[src/sv/bst_pkg.sv]
// ----------------------------------------------------------------------------
// bst_pkg: shared types and constants for the bounded set table
// Opcodes, transaction payload structs, sequencer states and default sizes.
// ----------------------------------------------------------------------------
package bst_pkg;

  // Default table sizing, handed to the top level as parameter defaults.
  localparam int CAPACITY_DEF    = 32;
  localparam int VALUE_WIDTH_DEF = 32;

  // Fixed widths of the transaction fields.
  localparam int IN_VALUE_W  = 32;
  localparam int COUNT_OUT_W = 6;

  // Request opcodes.
  typedef enum logic [1:0] {
    OP_ADD    = 2'd0,
    OP_REMOVE = 2'd1,
    OP_LOOKUP = 2'd2,
    OP_CLEAR  = 2'd3
  } opcode_t;

  // Request transaction.
  typedef struct packed {
    opcode_t                 opcode;
    logic [IN_VALUE_W-1:0]   entry_value;
  } in_item_t;

  // Result transaction.
  typedef struct packed {
    logic                    success;
    logic [COUNT_OUT_W-1:0]  match_count;
    logic [COUNT_OUT_W-1:0]  entry_count;
    logic                    is_empty;
  } out_item_t;

  // Sequencer states.
  typedef enum logic [2:0] {
    ST_IDLE,
    ST_SCAN,
    ST_DECIDE,
    ST_MOVE,
    ST_DONE
  } seq_state_t;

endpackage

[src/sv/bst_store.sv]
// ----------------------------------------------------------------------------
// bst_store: entry memory of the bounded set table
// One write port and one read port with registered read data.
// ----------------------------------------------------------------------------
module bst_store #(
  parameter int CAPACITY    = bst_pkg::CAPACITY_DEF,
  parameter int VALUE_WIDTH = bst_pkg::VALUE_WIDTH_DEF,
  localparam int AW         = (CAPACITY > 1) ? $clog2(CAPACITY) : 1
) (
  input  logic                   clk,
  input  logic [AW-1:0]          rd_addr,
  output logic [VALUE_WIDTH-1:0] rd_data,
  input  logic                   wr_en,
  input  logic [AW-1:0]          wr_addr,
  input  logic [VALUE_WIDTH-1:0] wr_data
);

  logic [VALUE_WIDTH-1:0] mem_r [CAPACITY];
  logic [VALUE_WIDTH-1:0] rd_data_r;

  // Write port.
  always_ff @(posedge clk) begin
    if (wr_en) begin
      mem_r[wr_addr] <= wr_data;
    end
  end

  // Read port, data available the cycle after the address.
  always_ff @(posedge clk) begin
    rd_data_r <= mem_r[rd_addr];
  end

  assign rd_data = rd_data_r;

endmodule

[src/sv/bst_seq.sv]
// ----------------------------------------------------------------------------
// bst_seq: sequencer and shared comparator of the bounded set table
// Scans the held entries one per cycle through a single equality compare,
// then applies the add, remove, lookup or clear update and posts the result.
// ----------------------------------------------------------------------------
module bst_seq #(
  parameter int CAPACITY    = bst_pkg::CAPACITY_DEF,
  parameter int VALUE_WIDTH = bst_pkg::VALUE_WIDTH_DEF,
  localparam int AW         = (CAPACITY > 1) ? $clog2(CAPACITY) : 1,
  localparam int CW         = $clog2(CAPACITY + 1)
) (
  input  logic                   clk,
  input  logic                   rst_n,
  input  logic                   in_valid,
  output logic                   in_stall,
  input  bst_pkg::in_item_t      in_data,
  output logic                   out_valid,
  input  logic                   out_stall,
  output bst_pkg::out_item_t     out_data,
  output logic [AW-1:0]          rd_addr,
  input  logic [VALUE_WIDTH-1:0] rd_data,
  output logic                   wr_en,
  output logic [AW-1:0]          wr_addr,
  output logic [VALUE_WIDTH-1:0] wr_data
);

  bst_pkg::seq_state_t    state_r, state_nxt;
  bst_pkg::opcode_t       opcode_r, opcode_nxt;
  logic [VALUE_WIDTH-1:0] value_r, value_nxt;
  logic [CW-1:0]          held_r, held_nxt;
  logic [CW-1:0]          issue_r, issue_nxt;
  logic                   cmp_vld_r, cmp_vld_nxt;
  logic [AW-1:0]          cmp_idx_r, cmp_idx_nxt;
  logic [CW-1:0]          matches_r, matches_nxt;
  logic                   found_r, found_nxt;
  logic [AW-1:0]          slot_r, slot_nxt;
  logic                   ok_r, ok_nxt;
  logic                   out_valid_r, out_valid_nxt;
  bst_pkg::out_item_t     out_data_r, out_data_nxt;

  logic                   scan_done;
  logic                   hit;
  logic                   out_free;
  logic                   add_ok;
  logic [CW-1:0]          held_dec;
  logic [VALUE_WIDTH+bst_pkg::IN_VALUE_W-1:0] value_wide;
  logic [CW+bst_pkg::COUNT_OUT_W-1:0]         matches_wide;
  logic [CW+bst_pkg::COUNT_OUT_W-1:0]         held_wide;

  // Shared compare and status terms.
  assign scan_done    = (issue_r == held_r) && !cmp_vld_r;
  assign hit          = cmp_vld_r && (rd_data == value_r);
  assign out_free     = !out_valid_r || !out_stall;
  assign add_ok       = (held_r < CW'(CAPACITY)) && (matches_r == '0);
  assign held_dec     = held_r - 1'b1;
  assign value_wide   = {{VALUE_WIDTH{1'b0}}, in_data.entry_value};
  assign matches_wide = {{bst_pkg::COUNT_OUT_W{1'b0}}, matches_r};
  assign held_wide    = {{bst_pkg::COUNT_OUT_W{1'b0}}, held_r};

  // Next-state logic.
  always_comb begin
    state_nxt = state_r;
    case (state_r)
      bst_pkg::ST_IDLE: begin
        if (in_valid) begin
          state_nxt = (in_data.opcode == bst_pkg::OP_CLEAR) ? bst_pkg::ST_DONE
                                                            : bst_pkg::ST_SCAN;
        end
      end
      bst_pkg::ST_SCAN: begin
        if (scan_done) begin
          state_nxt = bst_pkg::ST_DECIDE;
        end
      end
      bst_pkg::ST_DECIDE: begin
        if ((opcode_r == bst_pkg::OP_REMOVE) && found_r) begin
          state_nxt = bst_pkg::ST_MOVE;
        end else begin
          state_nxt = bst_pkg::ST_DONE;
        end
      end
      bst_pkg::ST_MOVE: begin
        state_nxt = bst_pkg::ST_DONE;
      end
      bst_pkg::ST_DONE: begin
        if (out_free) begin
          state_nxt = bst_pkg::ST_IDLE;
        end
      end
      default: begin
        state_nxt = bst_pkg::ST_IDLE;
      end
    endcase
  end

  // Handshake and memory port outputs.
  always_comb begin
    in_stall = (state_r != bst_pkg::ST_IDLE);
    rd_addr  = issue_r[AW-1:0];
    wr_en    = 1'b0;
    wr_addr  = held_r[AW-1:0];
    wr_data  = value_r;
    case (state_r)
      bst_pkg::ST_DECIDE: begin
        // Fetch the last entry in case a remove has to move it.
        rd_addr = held_dec[AW-1:0];
        if ((opcode_r == bst_pkg::OP_ADD) && add_ok) begin
          wr_en = 1'b1;
        end
      end
      bst_pkg::ST_MOVE: begin
        wr_en   = 1'b1;
        wr_addr = slot_r;
        wr_data = rd_data;
      end
      default: begin
      end
    endcase
  end

  // Datapath register updates.
  always_comb begin
    opcode_nxt    = opcode_r;
    value_nxt     = value_r;
    held_nxt      = held_r;
    issue_nxt     = issue_r;
    cmp_vld_nxt   = cmp_vld_r;
    cmp_idx_nxt   = cmp_idx_r;
    matches_nxt   = matches_r;
    found_nxt     = found_r;
    slot_nxt      = slot_r;
    ok_nxt        = ok_r;
    out_valid_nxt = out_valid_r && out_stall;
    out_data_nxt  = out_data_r;
    case (state_r)
      bst_pkg::ST_IDLE: begin
        if (in_valid) begin
          opcode_nxt  = in_data.opcode;
          value_nxt   = value_wide[VALUE_WIDTH-1:0];
          issue_nxt   = '0;
          cmp_vld_nxt = 1'b0;
          matches_nxt = '0;
          found_nxt   = 1'b0;
          ok_nxt      = 1'b0;
          if (in_data.opcode == bst_pkg::OP_CLEAR) begin
            held_nxt = '0;
            ok_nxt   = 1'b1;
          end
        end
      end
      bst_pkg::ST_SCAN: begin
        // Issue the next read while comparing the previous one.
        if (issue_r != held_r) begin
          issue_nxt   = issue_r + 1'b1;
          cmp_vld_nxt = 1'b1;
          cmp_idx_nxt = issue_r[AW-1:0];
        end else begin
          cmp_vld_nxt = 1'b0;
        end
        if (hit) begin
          matches_nxt = matches_r + 1'b1;
          if (!found_r) begin
            found_nxt = 1'b1;
            slot_nxt  = cmp_idx_r;
          end
        end
      end
      bst_pkg::ST_DECIDE: begin
        case (opcode_r)
          bst_pkg::OP_ADD: begin
            if (add_ok) begin
              held_nxt = held_r + 1'b1;
              ok_nxt   = 1'b1;
            end
          end
          bst_pkg::OP_REMOVE: begin
            if (found_r) begin
              held_nxt = held_dec;
            end
          end
          bst_pkg::OP_LOOKUP: begin
            ok_nxt = (matches_r != '0);
          end
          default: begin
          end
        endcase
      end
      bst_pkg::ST_MOVE: begin
        ok_nxt = 1'b1;
      end
      bst_pkg::ST_DONE: begin
        if (out_free) begin
          out_valid_nxt            = 1'b1;
          out_data_nxt.success     = ok_r;
          out_data_nxt.match_count = matches_wide[bst_pkg::COUNT_OUT_W-1:0];
          out_data_nxt.entry_count = held_wide[bst_pkg::COUNT_OUT_W-1:0];
          out_data_nxt.is_empty    = (held_r == '0);
        end
      end
      default: begin
      end
    endcase
  end

  // Control registers.
  always_ff @(posedge clk) begin
    if (!rst_n) begin
      state_r     <= bst_pkg::ST_IDLE;
      held_r      <= '0;
      cmp_vld_r   <= 1'b0;
      out_valid_r <= 1'b0;
    end else begin
      state_r     <= state_nxt;
      held_r      <= held_nxt;
      cmp_vld_r   <= cmp_vld_nxt;
      out_valid_r <= out_valid_nxt;
    end
  end

  // Payload registers.
  always_ff @(posedge clk) begin
    opcode_r   <= opcode_nxt;
    value_r    <= value_nxt;
    issue_r    <= issue_nxt;
    cmp_idx_r  <= cmp_idx_nxt;
    matches_r  <= matches_nxt;
    found_r    <= found_nxt;
    slot_r     <= slot_nxt;
    ok_r       <= ok_nxt;
    out_data_r <= out_data_nxt;
  end

  assign out_valid = out_valid_r;
  assign out_data  = out_data_r;

endmodule

[src/sv/bounded_set_table.sv]
// ----------------------------------------------------------------------------
// bounded_set_table: fixed-capacity table of distinct values
// Add, remove, lookup and clear requests over a linear-search entry memory.
//
//   Channel  Direction  Handshake           Payload
//   in_      request    in_valid/in_stall   bst_pkg::in_item_t
//   out_     result     out_valid/out_stall bst_pkg::out_item_t
//
// An add, a lookup or a remove scans the held entries and then decides; a
// remove that finds its value also moves the last entry into the freed slot,
// and a clear skips the scan. One entry is read and compared per cycle, and
// the next request is taken in the cycle after the result is loaded. Reset
// empties the table at once.
// A result waits in the output register while the next request runs; the
// sequencer holds only when a second result is ready first.
// ----------------------------------------------------------------------------
module bounded_set_table #(
  parameter int CAPACITY    = bst_pkg::CAPACITY_DEF,
  parameter int VALUE_WIDTH = bst_pkg::VALUE_WIDTH_DEF
) (
  input  logic               clk,
  input  logic               rst_n,
  input  logic               in_valid,
  output logic               in_stall,
  input  bst_pkg::in_item_t  in_data,
  output logic               out_valid,
  input  logic               out_stall,
  output bst_pkg::out_item_t out_data
);

  localparam int AW = (CAPACITY > 1) ? $clog2(CAPACITY) : 1;

  logic [AW-1:0]          rd_addr;
  logic [VALUE_WIDTH-1:0] rd_data;
  logic                   wr_en;
  logic [AW-1:0]          wr_addr;
  logic [VALUE_WIDTH-1:0] wr_data;

  // Sequencer with the shared comparator.
  bst_seq #(
    .CAPACITY    (CAPACITY),
    .VALUE_WIDTH (VALUE_WIDTH)
  ) u_seq (
    .clk       (clk),
    .rst_n     (rst_n),
    .in_valid  (in_valid),
    .in_stall  (in_stall),
    .in_data   (in_data),
    .out_valid (out_valid),
    .out_stall (out_stall),
    .out_data  (out_data),
    .rd_addr   (rd_addr),
    .rd_data   (rd_data),
    .wr_en     (wr_en),
    .wr_addr   (wr_addr),
    .wr_data   (wr_data)
  );

  // Entry memory.
  bst_store #(
    .CAPACITY    (CAPACITY),
    .VALUE_WIDTH (VALUE_WIDTH)
  ) u_store (
    .clk     (clk),
    .rd_addr (rd_addr),
    .rd_data (rd_data),
    .wr_en   (wr_en),
    .wr_addr (wr_addr),
    .wr_data (wr_data)
  );

endmodule

[config.mk]
export PLATFORM = sky130hd
export DESIGN_NAME = bounded_set_table
export DESIGN_NICKNAME = d
export VERILOG_FILES = /design/src/sv/bst_pkg.sv /design/src/sv/bst_store.sv /design/src/sv/bst_seq.sv /design/src/sv/bounded_set_table.sv
export SDC_FILE = /design/constraint.sdc
export NUM_CORES = 1
export LEC_CHECK = 0
export BUFFER_PORTS_ARGS = -buffer_cell sky130_fd_sc_hd__buf_2
export CORE_MARGIN = 2
export CORE_UTILIZATION = 55
export CTS_BUF_LIST = sky130_fd_sc_hd__clkbuf_8 sky130_fd_sc_hd__clkbuf_16
export CTS_CLUSTER_DIAMETER = 100
export DETAILED_ROUTE_END_ITERATION = 10
export PLACE_DENSITY = 0.71
export SYNTH_ARGS = -nofsm -noshare
export SYNTH_HDL_FRONTEND = slang
export SYNTH_SLANG_ARGS = --single-unit
[constraint.sdc]
create_clock -name clk -period 7.95 [get_ports clk]
set_input_delay 1.1925 -clock clk [delete_from_list [all_inputs] [get_ports clk]]
set_output_delay 1.1925 -clock clk [all_outputs]
set_load 0.005 [all_outputs]
[After elaboration in Yosys (flattened, before gate mapping)]
Memories as Yosys holds them, arrays and structs flattened. A register that Yosys moved wholly into a read port is not among the register bits.
Cells that the tools add are included.
W data, S select, Z words.
Storage, ports and cells
  memories: 1
  output and inout bits: 16
  logic and storage cells: 108
  flip-flop bits (word level): 83
  input port bits: 38
  memory bits (writable): 1024
Memories
  u_store.mem_r: words 32, bits a word 32, rd ports 1, clocked after memory_dff 1, write ports 1, line bst_store.sv:18  | logic [VALUE_WIDTH-1:0] mem_r [CAPACITY];
Operators by class
  magnitude comparators: 1
  muxes and demuxes: 36
  reduce and logical (&&, ||, !) cells: 29
  add/sub/neg operators: 4
  bitwise logic cells: 1
  equality and inequality tests: 20
Operators with widths (number)
  $pmux W6 S2: 4
  $mux W6: 7
  $eq A32 B32 Y1: 1
  $mux W32: 1
  $add A6 B1 Y6 const B: 3
  $mux W3: 5
  $pmux W3 S5: 1
  $logic_not A6 Y1: 2
  $reduce_and A3 Y1: 4
  $mux W1: 11
  $mux W5: 2
  $ne A2 B1 Y1 const B: 5
  $ne A3 B2 Y1 const B: 3
  $pmux W1 S2: 4
  $reduce_and A2 Y1: 4
  $eq A3 B2 Y1 const B: 2
  $eq A6 B6 Y1: 1
  $logic_and A1 B1 Y1: 6
  $lt A6 B6 Y1 const B: 1
  $ne A6 B6 Y1: 1
  $reduce_and A6 Y1: 1
  $reduce_bool A3 Y1: 2
  $reduce_bool A6 Y1: 1
  $sub A6 B1 Y6 const B: 1
  14 further kinds: 18

[Longest topological paths before layout]
  depth after elaboration: 7
  depth in mapped cells: 13
  depth with buffers taken out: 8

[Cells and area by module]
Synthesis repeated with hierarchy kept, for this count alone.
Unflattened totals
  cell total of the unflattened synthesis: 2598
  area, all modules: 44729.1 um2
By module, submodules not included
  bst_store: cells each 2260, area each 40491.3 um2, sequential area each 31390.1 um2, times used 1
  bst_seq: cells each 338, area each 4237.8 um2, sequential area each 2382.3 um2, times used 1

[Worst setup path before layout]
Ideal clock, no wire load.
  path type: register -> register
  from: register u_seq.state_r[2]
  to: memory u_store.mem_r[0][0] in the netlist's numbering, enable pin
  period minus slack after synthesis: 3.440 ns
  arrival: 3.019 ns
  setup time: 0.421 ns
  stages on the path, launching flop included: 6
  required time: 7.529 ns
  path buffers: 1
  path slack: 4.510 ns
  cells stage by stage: dfxtp_1 buf_2 nor3_1 mux2i_1 nand2_1 nor2_1
On the way
  word-level cells in the longest chain between the ends: 4
  elaborated cells between the ends (all ways): 6
  those cells by class: 2 x eq/ne; 4 x mux
Ends and longest elaborated chain
  from (decl): line bst_seq.sv:27  | bst_pkg::seq_state_t state_r, state_nxt;
  from (signal assigned): line bst_seq.sv:208  | state_r <= bst_pkg::ST_IDLE;
  from (signal assigned): line bst_seq.sv:213  | state_r <= state_nxt;
  $eq A3 B2 Y1: line bst_seq.sv:103  | case (state_r)
  $pmux W1 S2: line bst_seq.sv:103
  $mux W1: line bst_store.sv:23  | if (wr_en) begin
  $mux W1 (implied by the code): line bst_store.sv:24  | mem_r[wr_addr] <= wr_data;
  to (decl): line bst_store.sv:18
Parallel ways exist; a longest one is shown, timed or not.

[Worst setup path after layout]
  from: register u_seq.held_r[0]
  to: register u_store.rd_data_r[31], in the netlist u_store.rd_data[31] (read register of u_store.mem_r)
On the way
  word-level cells in the longest chain between the ends: 2
Ends and longest elaborated chain
  from (decl): line bst_seq.sv:30  | logic [CW-1:0] held_r, held_nxt;
  from (signal assigned): line bst_seq.sv:214  | held_r <= held_nxt;
  $sub A6 B1 Y6: line bst_seq.sv:55  | assign held_dec = held_r - 1'b1;
  $mux W5: line bst_seq.sv:103
  to (decl): line bst_store.sv:19  | logic [VALUE_WIDTH-1:0] rd_data_r;
Every way passes these cells.
A chain may end at the register's enable or synchronous reset.

==> results.tsv <==
metric	value	unit
Max Used Layer	met4	
area leader, netlist	edfxtp_1	
WHS Path Cells	0	
Ports	54	
clock-pin slew on the worst setup and hold paths	60	ps
static leakage	18.22	nW
asr flop ratio synth	0	
hold endpoint	u_seq.out_data[13]	
Mapped Cells	2816	
Post-DP HPWL	64.37	mm
layout cells sized above 1	0.1814	
sequential element share of the synthesized area	0.7040	
synth top area cells	edfxtp_1 69%, mux2i_1 10%, mux4_2 8.7%	
Max Clock Freq	0.2203	GHz
final setup fails	0	
Slew @ Worst Pin	1159	ps
FP Rows	108	
mapped cell area	0.04797	mm^2
switch share	0.2736	
VDD IR max	0.0002609	V
All-Layer GR Usage	0.2788	
post-synthesis cell type count	58	
largest net degree at the start of global routing	117	
Layout Nets	2925	
Comb pwr share	0.192	
met3 WL post-DR	14.29	mm
Syn Area/Cell	17.04	um^2
initial antenna violation count	1	
Placed Area	0.04966	mm^2
Final Hold Viols	0	
end of the worst register-to-register path	u_store.rd_data[31]	
CP max stage delay	850	ps
Tcrit/Tclk final	0.5709	
I/O Buffers	53	
Critical Path Most Common Cell	mux2i_1	
Placer Congestion	0.8389	
clk_skew	41.04	ps
CTS Buffer Depth	3	
first-pass GRT wire length	180.4	mm
fin area	0.05349	mm^2
HP Class	reg2reg	
CP Class	reg2reg	
Initial Util	0.5538	
Net Switching	4.210	mW
Synth-to-Final Area Change	11.50	%
Startpoint Class	register	
H-tree depth	3	
Main synth FF type	edfxtp_1	
Crit path max-delay family	buffers and inverters	
CP bufs+invs	2	
die area	0.08960	mm^2
pwr dens	287.7	mW/mm^2
Clk pwr share	0.349	
Max-Cap Viols	0	
area of the multi-input gates	0.01359	mm^2
routed vias	26990	
TritonRoute pass-1 iters	5	
Worst Setup End Kind	register	
Arr. time, crit path	5080	ps
top-area cell type share of the netlist area	0.6861	
via/cell ratio	6.520	
hold wc startpoint	u_seq.ok_r	
Reg area	0.03378	mm^2
reg2reg setup slack	3410	ps
Critical Path, Cell by Cell	inv_1, ha_4, nand4bb_1, o21a_4, buf_4, mux2i_1, mux2i_1, o21ai_0, nor4_1	
min Tclk post-route	4538	ps
clk sinks	1139	
remaining antenna violation count	0	
CTS Hold Bufs	0	
worst rel slew slack	0.2240	
Post-Syn Nets	2860	
CTS root buf	clkbuf_16	
FF-to-FF Start	u_seq.held_r[0]	
latest clock arrival within the worst-skew pair	700	ps
die width	299.3	um
clock buffer count from CTS	115	
Worst Reg-to-Reg Cells	9	
status	complete, no violations	
synth warn	0	
Worst Path Required	8500	ps
Seq cells post-synth	1139	
routed len/inst	30.08	um
fillers	6062	
Post-synth EDFFs	1096	
CTS tree	yes	
die height	299.3	um
drc violations	0	
GRT Residual Overflow	0	
critical path fanouts, max	54	
Slew Viols, Final	0	
1st-iter DRT viols	3348	
metal2 WL	57.58	mm
Core Box Area	0.08662	mm^2
setup repair bufs after CTS	0	
vias in the first global route	26760	
Post-Route WL	124.5	mm
RSZ-0062 raised after global routing	false	
Reg power frac	0.459	
Int Pwr	11.18	mW
setup TNS	0	ps
number of gates resized after cts	0	
wl on met1	48.40	mm
slowest CP cell	buf_4	
## layout by cell type (no fill, tap or decap), types with 10 or more instances in the layout
master,n
nor2_1,117
buf_2,53
mux4_2,186
a21oi_1,17
bufinv_16,10
clkinv_1,17
clkbuf_16,116
o22ai_1,94
nor4_1,41
dfxtp_1,42
nand3_1,44
o21ai_0,37
xnor2_1,20
nand2_1,284
inv_1,37
mux2i_1,487
edfxtp_1,1096
clkbuf_8,12
clkinv_2,24
buf_4,63
nor2_4,32
xor2_1,30
## how the worst max path moves through the flow
stage / from / endpoint / slack (ps) / cells past startpoint
2_1_floorplan: u_seq.state_r[2] / u_store.mem_r[0][0] / 4510 / 5
3_3_place_gp: u_seq.held_r[0] / u_store.rd_data[26] / 3620 / 9
3_5_place_dp: u_seq.held_r[0] / u_store.rd_data[31] / 3460 / 9
4_1_cts: u_seq.held_r[0] / u_store.rd_data[31] / 3430 / 9
5_1_grt: u_seq.held_r[0] / u_store.rd_data[31] / 3140 / 9
6_report: u_seq.held_r[0] / u_store.rd_data[31] / 3410 / 9
## flip-flops by register name (all words and copies together) (netlist names)
name / flops
u_seq.cmp_idx_r: 5
u_seq.cmp_vld_r: 1
u_seq.found_r: 1
u_seq.held_r: 6
u_seq.issue_r: 6
u_seq.matches_r: 6
u_seq.ok_r: 1
u_seq.opcode_r: 2
u_seq.out_data: 14
u_seq.out_valid: 1
u_seq.slot_r: 5
u_seq.state_r: 3
u_seq.value_r: 32
u_store.mem_r: 1024
u_store.rd_data: 32
## kinds of logic after synthesis
group                      share of synthesized area
DFF                                           0.7040
AOI/OAI and AO/OA                            0.02423
adders and majority gates                   0.001565
and+or+nand+nor                              0.05203
xor gates and xnor gates                    0.009129
buffers and inverters                        0.01964
muxes                                         0.1894
## layout make-up
cell class                 count  area share
sequential                  1139      0.6315
timing repair buffer         119     0.01492
clock inverter                90     0.01422
antenna                        2  0.00009357
inverter                      12   0.0008421
tap                         1155     0.02702
multi-input combinational   1494      0.2541
clock buffer                 128     0.05736
## metal layers
layer / GRT usage / up-vias
met5: 0 / -
met4: 0.1071 / 0
met1: 0.3879 / 13830
met3: 0.07168 / 270
li1: - / 11220
met2: 0.4276 / 1668
## cells in the mapped netlist, types with 7 or more instances
| cell | number |
|---|---|
| xnor2_1 | 20 |
| xor2_1 | 30 |
| edfxtp_1 | 1096 |
| buf_2 | 48 |
| nand2b_1 | 10 |
| nand2_1 | 284 |
| inv_1 | 12 |
| a31oi_1 | 7 |
| nor2_1 | 149 |
| o21ai_0 | 37 |
| dfxtp_1 | 43 |
| nand3_1 | 44 |
| nor3_1 | 9 |
| clkbuf_1 | 61 |
| buf_1 | 13 |
| mux4_2 | 186 |
| a21oi_1 | 22 |
| mux2i_1 | 488 |
| o22ai_1 | 94 |
| nor4_1 | 42 |
| buf_4 | 45 |
## worst register-to-register path, cell delays in order, from the launching register on
cell and delay [ps]:
dfxtp_4 820, inv_1 330, ha_4 630, nand4bb_1 310, o21a_4 580, buf_4 890
mux2i_1 220, mux2i_1 190, o21ai_0 100, nor4_1 340
## power by group through the flow
stage	sequential [mW]	combinational (mW)	clock, mW
after floorplan	7.10	2.23	0
after global placement	7.18	2.87	0
after detailed placement	7.19	2.93	0
after CTS	7.06	2.94	5.41
after global routing	7.07	3.15	5.66
final	7.07	2.96	5.36
## stage by stage
stage                     utilization  setup slack, ps  hold WS [ps]  std cells  total power [mW]
after detailed placement       0.5733             3465         407.7       3919             10.12
after global placement         0.5733             3619         400.4       3919             10.05
final                          0.6175             3412         420.1       4139             15.39
after floorplan                     -             4510         400.3       2816             9.325
after global routing           0.6175             3142         423.9       4137             15.89
after CTS                      0.6175             3430         421.9       4137             15.41
(Power assumes the default switching activity.)
